$ cat src/hw/rtl/qsgd_pkg.sv
// Shared types, constants and helpers for the quadratic spline grid deposit block.
// Depends on nothing; every other file of the block imports it.
`timescale 1ns / 1ps
`default_nettype none
package qsgd_pkg;

  localparam int ROWS_DEF    = 64;
  localparam int COLS_DEF    = 64;
  localparam int SPECIES_DEF = 4;

  localparam int ACC_W = 40;   // accumulator width, Q23.16
  localparam int WGT_W = 18;   // one axis weight, signed Q.16
  localparam int CW_W  = 34;   // cell weight, signed Q.32
  localparam int DLT_W = 33;   // increment after the charge magnitude is taken
  localparam int PRD_W = DLT_W + CW_W;
  localparam int INC_W = PRD_W - 32;

  localparam logic [1:0] MODE_IGNORE = 2'd3;

  typedef enum logic [1:0] {
    OP_CUR = 2'd0,
    OP_CHG = 2'd1,
    OP_RD  = 2'd2,
    OP_NOP = 2'd3
  } op_t;

  typedef logic signed [WGT_W-1:0] wgt_t;
  typedef logic signed [ACC_W-1:0] acc_t;

  typedef struct packed {
    logic [1:0]         mode;
    logic [6:0]         cell_y;
    logic [6:0]         cell_z;
    logic [16:0]        frac_y;
    logic [16:0]        frac_z;
    logic [1:0]         species;
    logic signed [31:0] delta_jx;
    logic signed [31:0] delta_jy;
    logic signed [31:0] delta_jz;
    logic signed [31:0] delta_charge;
  } req_t;

  typedef struct packed {
    logic [11:0] layer_tag;
    acc_t        sum_jx;
    acc_t        sum_jy;
    acc_t        sum_jz;
    acc_t        sum_density;
  } rsp_t;

  // One classified item as the back end needs it.
  typedef struct packed {
    op_t                      op;
    logic [6:0]               cy;
    logic [6:0]               cz;
    logic [1:0]               sp;
    logic                     sp_ok;
    wgt_t [2:0]               wy;
    wgt_t [2:0]               wz;
    logic signed [DLT_W-1:0]  da;
    logic signed [DLT_W-1:0]  db;
  } cmd_t;

  typedef struct packed {
    logic clearing;
    logic busy;
  } bstat_t;

  function automatic acc_t sat_add(input acc_t acc, input logic signed [INC_W-1:0] inc);
    logic signed [ACC_W+1:0] sum;
    sum = (ACC_W+2)'(acc) + (ACC_W+2)'(inc);
    if (sum > $signed((ACC_W+2)'({1'b0, {(ACC_W-1){1'b1}}})))
      sat_add = {1'b0, {(ACC_W-1){1'b1}}};
    else if (sum < $signed({{3{1'b1}}, {(ACC_W-1){1'b0}}}))
      sat_add = {1'b1, {(ACC_W-1){1'b0}}};
    else
      sat_add = sum[ACC_W-1:0];
  endfunction

endpackage
`default_nettype wire

$ cat src/hw/rtl/qsgd_queue.sv
// Two-entry command queue between the front end and the back end.
// Depends on qsgd_pkg for the command type.
`timescale 1ns / 1ps
`default_nettype none
module qsgd_queue (
  input  wire logic          clk,
  input  wire logic          rst,
  input  wire logic          push,
  input  wire qsgd_pkg::cmd_t push_cmd,
  output logic               ready,
  input  wire logic          pop,
  output logic               valid,
  output qsgd_pkg::cmd_t     head
);
  import qsgd_pkg::*;

  cmd_t       slots [2];
  logic       wr_ptr;
  logic       rd_ptr;
  logic [1:0] count;

  assign ready = (count != 2'd2);
  assign valid = (count != 2'd0);
  assign head  = slots[rd_ptr];

  always_ff @(posedge clk) begin
    if (rst) begin
      wr_ptr <= 1'b0;
      rd_ptr <= 1'b0;
      count  <= 2'd0;
    end else begin
      if (push) wr_ptr <= ~wr_ptr;
      if (pop) rd_ptr <= ~rd_ptr;
      if (push && !pop) count <= count + 2'd1;
      else if (pop && !push) count <= count - 2'd1;
    end
  end

  always_ff @(posedge clk) begin
    if (push) slots[wr_ptr] <= push_cmd;
  end

endmodule
`default_nettype wire

$ cat src/hw/rtl/qsgd_front.sv
// Front end: accepts items, clamps indices, forms the spline weights and pushes
// commands into the queue. Depends on qsgd_pkg and qsgd_queue.
`timescale 1ns / 1ps
`default_nettype none
module qsgd_front #(
  parameter int ROWS    = qsgd_pkg::ROWS_DEF,
  parameter int COLS    = qsgd_pkg::COLS_DEF,
  parameter int SPECIES = qsgd_pkg::SPECIES_DEF
) (
  input  wire logic           clk,
  input  wire logic           rst,
  input  wire logic           req_valid,
  output logic                req_ready,
  input  wire qsgd_pkg::req_t req,
  input  wire logic           hold,
  input  wire logic           pop,
  output logic                cmd_valid,
  output qsgd_pkg::cmd_t      cmd
);
  import qsgd_pkg::*;

  // Weights in Q.16 from a Q.33 exact form, rounded half up.
  function automatic wgt_t [2:0] axis_weights(input logic [16:0] frac);
    logic [16:0]        f;
    logic signed [17:0] s;
    logic signed [35:0] s2;
    logic signed [35:0] sh;
    logic signed [35:0] t0;
    logic signed [35:0] t1;
    logic signed [35:0] t2;
    f  = (frac > 17'd65536) ? 17'd65536 : frac;
    s  = $signed({1'b0, f}) - 18'sd32768;
    s2 = 36'(s) * 36'(s);
    sh = 36'(s) <<< 16;
    t0 = (s2 - sh + 36'sd65536) >>> 17;
    t1 = (36'sd8589934592 - (s2 <<< 1) + 36'sd65536) >>> 17;
    t2 = (s2 + sh + 36'sd65536) >>> 17;
    axis_weights = {t2[WGT_W-1:0], t1[WGT_W-1:0], t0[WGT_W-1:0]};
  endfunction

  logic q_ready;
  logic push;
  cmd_t new_cmd;
  logic signed [DLT_W-1:0] q_abs;

  assign req_ready = q_ready && !hold;
  assign push      = req_valid && req_ready && (req.mode != MODE_IGNORE);
  assign q_abs     = req.delta_charge[31] ? -DLT_W'(req.delta_charge) : DLT_W'(req.delta_charge);

  always_comb begin
    new_cmd       = '0;
    new_cmd.op    = op_t'(req.mode);
    new_cmd.cy    = (32'(req.cell_y) > ROWS + 1) ? 7'(ROWS + 1) : req.cell_y;
    new_cmd.cz    = (32'(req.cell_z) > COLS + 1) ? 7'(COLS + 1) : req.cell_z;
    new_cmd.sp    = req.species;
    new_cmd.sp_ok = (32'(req.species) < SPECIES);
    new_cmd.wy    = axis_weights(req.frac_y);
    new_cmd.wz    = axis_weights(req.frac_z);
    if (req.mode == 2'(OP_CUR)) begin
      new_cmd.da = DLT_W'(req.delta_jy);
      new_cmd.db = DLT_W'(req.delta_jz);
    end else begin
      new_cmd.da = q_abs;
      new_cmd.db = DLT_W'(req.delta_jx);
    end
  end

  qsgd_queue u_queue (
    .clk      (clk),
    .rst      (rst),
    .push     (push),
    .push_cmd (new_cmd),
    .ready    (q_ready),
    .pop      (pop),
    .valid    (cmd_valid),
    .head     (cmd)
  );

endmodule
`default_nettype wire

$ cat config.mk
export PLATFORM = sky130hd
export DESIGN_NAME = qsgd_front
export DESIGN_NICKNAME = d
export VERILOG_FILES = /design/src/hw/rtl/qsgd_pkg.sv /design/src/hw/rtl/qsgd_queue.sv /design/src/hw/rtl/qsgd_front.sv
export SDC_FILE = /design/constraint.sdc
export NUM_CORES = 2
export LEC_CHECK = 0
export BUFFER_PORTS_ARGS = -buffer_cell sky130_fd_sc_hd__buf_2
export CAP_MARGIN = 20
export CORE_MARGIN = 2
export CORE_UTILIZATION = 45
export CTS_CLUSTER_SIZE = 28
export DETAILED_ROUTE_END_ITERATION = 8
export GPL_TIMING_DRIVEN = 1
export PLACE_DENSITY = 0.61
export SLEW_MARGIN = 20
export SYNTH_ARGS = -nofsm -noshare
export SYNTH_HDL_FRONTEND = slang
export SYNTH_HIERARCHICAL = 1
export SYNTH_SLANG_ARGS = --single-unit
$ cat constraint.sdc
create_clock -name clk -period 13.3 [get_ports clk]
set_input_delay 1.33 -clock clk [delete_from_list [all_inputs] [get_ports clk]]
set_output_delay 1.33 -clock clk [all_outputs]
set_load 0.01 [all_outputs]
==> impl_results.html <==
<table>
<tr><th>Metric</th><th>Value</th></tr>
<tr><th colspan="2">Run status</th></tr>
<tr><td>Result of the run</td><td>finished clean</td></tr>
<tr><th colspan="2">Global routing</th></tr>
<tr><td>GRT Residual Overflow</td><td>0</td></tr>
<tr><td>Antenna violations before repair</td><td>5</td></tr>
<tr><td>Overall routing resource usage</td><td>22.94%</td></tr>
<tr><td>Vias in the first global route</td><td>a little over 30k</td></tr>
<tr><td>First-pass GRT wire length</td><td>175600 um</td></tr>
<tr><td>Pin count of the biggest net entering global routing</td><td>71</td></tr>
<tr><th colspan="2">Die</th></tr>
<tr><td>Width of the chip</td><td>315.4 um</td></tr>
<tr><td>Height of the die</td><td>315.4 um</td></tr>
<tr><td>Die Footprint</td><td>0.09946 sq mm</td></tr>
<tr><td>Row count</td><td>114</td></tr>
<tr><td>Initial standard-cell utilization of the core</td><td>45.25%</td></tr>
<tr><td>IO Pins</td><td>380</td></tr>
<tr><td>Core area</td><td>approximately 0.096 sq mm</td></tr>
<tr><th colspan="2">Synth</th></tr>
<tr><td>Main area contributors after synthesis</td><td>fa_1 (27%), edfxtp_1 (27%), ha_1 (11%)</td></tr>
<tr><td>Synthesized instance count</td><td>4094</td></tr>
<tr><td>Count of warnings emitted by yosys</td><td>6</td></tr>
<tr><td>Synthesized-area fraction occupied by xor and xnor cells</td><td>under 10%</td></tr>
<tr><td>Sequential element share of the synthesized area</td><td>between 20% and 30%</td></tr>
<tr><td>Complex-gate fraction of the synthesized area</td><td>6.848%</td></tr>
<tr><td>Post-synthesis simple-gate area fraction</td><td>around 9.0%</td></tr>
<tr><td>Main combinational cell family by area after synthesis</td><td>adder cells</td></tr>
<tr><td>Top cell types by occurrence after synthesis</td><td>inv_1 (934), fa_1 (579), ha_1 (393), edfxtp_1 (386), nand2_1 (297)</td></tr>
<tr><td>Synthesized area</td><td>0.04363 sq mm</td></tr>
<tr><td>Primary FF master, synth</td><td>edfxtp_1</td></tr>
<tr><td>Area share of fa/ha/maj cells after synthesis</td><td>37.84%</td></tr>
<tr><td>Netlist cell types</td><td>93</td></tr>
<tr><td>Fraction of synthesized area in multiplexers</td><td>5.968%</td></tr>
<tr><td>Most area-hungry cell type in the Yosys netlist</td><td>fa_1</td></tr>
<tr><td>Top cell type's share of synthesized area</td><td>between 20% and 30%</td></tr>
<tr><td>Async SR Flop Fraction</td><td>0%</td></tr>
<tr><td>Number of flops mapped to enable cells by yosys</td><td>between 300 and 400</td></tr>
<tr><td>#FFs+latches synth</td><td>391</td></tr>
<tr><td>Avg Inst Size Synth</td><td>10.66 sq um</td></tr>
<tr><td>Most instantiated library cell after synthesis</td><td>inv_1</td></tr>
<tr><th colspan="2">Clock tree</th></tr>
<tr><td>Clock tree from TritonCTS</td><td>done</td></tr>
<tr><td>Post-CTS Resized</td><td>0</td></tr>
<tr><td>Clk sink count</td><td>391</td></tr>
<tr><td>Bufs on Longest Clock Path</td><td>3</td></tr>
<tr><td>Num CTS Buffers</td><td>42</td></tr>
<tr><td>Hold-fix buffers, CTS</td><td>0</td></tr>
<tr><td>Number of H-tree branching levels</td><td>2</td></tr>
<tr><td>Clock slew seen by the registers of the worst setup and hold paths</td><td>roughly 60 ps</td></tr>
<tr><td>Master cell of the clock root buffer</td><td>clkbuf_16</td></tr>
<tr><td>Post-CTS setup buffer count</td><td>0</td></tr>
<tr><td>Clock latency on the worst-skew pair</td><td>roughly 600 ps</td></tr>
<tr><th colspan="2">Worst setup path</th></tr>
<tr><td>Worst path depth</td><td>35</td></tr>
<tr><td>Critical path required time</td><td>13610 ps</td></tr>
<tr><td>Crit start category</td><td>primary input</td></tr>
<tr><td>CP max FO</td><td>45</td></tr>
<tr><td>Depth of the worst register-to-register path</td><td>6</td></tr>
<tr><td>Critical Path Sink Type</td><td>flip-flop</td></tr>
<tr><td>Kind of cell adding the most delay to the critical path</td><td>adder cells</td></tr>
<tr><td>Startpoint of the worst-slack reg-to-reg timing path</td><td>u_queue/count[0]</td></tr>
<tr><td>Delay of the slowest cell on the worst path</td><td>between 500 and 600 ps</td></tr>
<tr><td>Count of buffering cells on the critical path with inverters included</td><td>7</td></tr>
<tr><td>Destination of the worst register-to-register timing path</td><td>u_queue/slots[0][192]</td></tr>
<tr><td>Signal arrival time at the worst endpoint</td><td>roughly 12000 ps</td></tr>
<tr><td>Standard cell with the maximum stage delay on the critical path</td><td>ha_1</td></tr>
<tr><td>Cell seen most often among critical-path stages</td><td>fa_1</td></tr>
<tr><td>Startpoint-to-endpoint class of the critical path</td><td>primary input to flip-flop</td></tr>
<tr><td>Slack of the worst reg-to-reg path</td><td>9750 ps</td></tr>
<tr><th colspan="2">Layout</th></tr>
<tr><td>Layout-stage area growth over the synthesis result</td><td>10.40%</td></tr>
<tr><td>Fill cell total of the finished layout</td><td>9015</td></tr>
<tr><td>Non-Filler Cell Area, Final</td><td>0.04817 sq mm</td></tr>
<tr><td>Utilization of the core after routing</td><td>49.96%</td></tr>
<tr><td>Fraction of layout instances using a drive strength above 1</td><td>16.44%</td></tr>
<tr><td>Total Nets Final</td><td>~5.6k</td></tr>
<tr><th colspan="2">Drt</th></tr>
<tr><td>Post-detailed-route wirelength per cell</td><td>19.61 um</td></tr>
<tr><td>Number of design-rule violations left by the first detailed-router iteration</td><td>between 1.5k and 2k</td></tr>
<tr><td>DRC violation count after routing</td><td>0</td></tr>
<tr><td>Count of vias placed by the detailed router</td><td>approximately 30k</td></tr>
<tr><td>ANT nets after route</td><td>0</td></tr>
<tr><td>Total routed wirelength</td><td>around 110000 um</td></tr>
<tr><td>Detailed-routing iteration count for the pre-antenna-repair pass</td><td>5</td></tr>
<tr><td>Routed via count divided by cell count</td><td>5.224</td></tr>
<tr><th colspan="2">Worst hold path</th></tr>
<tr><td>Worst min path class</td><td>flip-flop to flip-flop</td></tr>
<tr><td>Start point of the worst min-delay path</td><td>u_queue/count[1]</td></tr>
<tr><td>Worst hold path stage count</td><td>2</td></tr>
<tr><td>Capture endpoint of the worst hold path</td><td>u_queue/count[1]</td></tr>
<tr><th colspan="2">Timing</th></tr>
<tr><td>Layout Skew</td><td>15.13 ps</td></tr>
<tr><td>Final Critical Period</td><td>11340 ps</td></tr>
<tr><td>Setup violators final</td><td>0</td></tr>
<tr><td>Highest Clock Rate</td><td>about 88 MHz</td></tr>
<tr><td>Crit path setup slack, layout</td><td>1965 ps</td></tr>
<tr><td>Slew at the pin closest to its max-slew limit</td><td>1154 ps</td></tr>
<tr><td>Ratio of final minimum period to clock period</td><td>85.23%</td></tr>
<tr><td>Slew Viols, Final</td><td>0</td></tr>
<tr><td>Post-Route Setup TNS</td><td>0 ps</td></tr>
<tr><td>Unrepaired setup endpoints after global routing</td><td>false</td></tr>
<tr><td>Hold Violations, Final</td><td>0</td></tr>
<tr><td>Relative slew margins</td><td>22.26%</td></tr>
<tr><th colspan="2">Placed design</th></tr>
<tr><td>Final weighted congestion in routability-driven placement</td><td>0.9504</td></tr>
<tr><td>DP Wirelength</td><td>just over 90000 um</td></tr>
<tr><td>Worst setup slack before clock tree synthesis</td><td>1532 ps</td></tr>
<tr><td>Number of I/O port buffers</td><td>379</td></tr>
<tr><td>Instance area at placement</td><td>0.04683 sq mm</td></tr>
<tr><th colspan="2">Run</th></tr>
<tr><td>Number of maximum-capacitance violations</td><td>0</td></tr>
</table>
[through the flow]
step,std cells,hold WS (ps)
after global placement,5672,481.7
after global routing,5747,539.3
after CTS,5746,521.5
final,5747,516.1
after detailed placement,5672,507.6
after floorplan,4095,460.8
[registers in the layout, summed over array words and instances, names as in the netlist, named ones only]
register and cells:
u_queue/slots 386, u_queue/rd_ptr 1, u_queue/wr_ptr 1, u_queue/count 2
[layout by cell type, fill, tap and decap left out, types with 66 or more instances in the layout]
master      n
a21o_1     68
a21oi_1   117
and2_1     66
buf_2     379
edfxtp_1  386
fa_1      579
ha_1      393
inv_1     934
mux2_2    225
nand2_1   297
nor2_1    137
o21ai_0   102
xnor2_1   123
xor2_1     85
[per-layer routing]
metal | GRT usage (%) | routed length (um) | up-vias
met1 | 30.97 | 47800 | 14956
met3 | 3.365 | 7691 | 200
met5 | 0 | 34 | -
met2 | 38.43 | 53630 | 958
met4 | 6.786 | 3545 | 4
li1 | - | - | 13902
[logic make-up (layout without fill, tap and decap cells)]
logic type,Yosys count,after routing
compound gates,456,456
xor+xnor,210,210
fa+ha+maj,972,972
buf+inv,1044,1419
flops,391,391
mux,232,232
other cells,1,3
simple gates,788,788
[worst max path at each step]
stage / start / to / slack (ps)
after CTS: req[130] / u_queue/slots[1][83] / 2110
after global routing: req[130] / u_queue/slots[1][83] / 1320
after detailed placement: req[130] / u_queue/slots[0][83] / 1530
after floorplan: hold / u_queue/slots[0][0] / 2270
after global placement: req[130] / u_queue/slots[0][83] / 1500
final: req[130] / u_queue/slots[0][83] / 1960
[worst min-delay path: stages, from the launching register on]
cell     delay (ps)
dfxtp_1         320
o21ai_0          80
a21oi_1          70
[area by class of cell]
type / count / area [sq um] / share of cell area, %
multi-input cells: 2660 / 27910 / 57.94
flip-flops and latches: 391 / 11700 / 24.28
inverters: 937 / 3517 / 7.301
repair buffers: 408 / 2115 / 4.390
well taps: 1276 / 1597 / 3.314
clock buffers: 54 / 1096 / 2.275
clock inverters: 20 / 237.7 / 0.4935
diodes: 1 / 2.502 / 0.005195
Power is not shown: default switching activity piles up to over one toggle a cycle in this logic, so the estimate is an artifact.
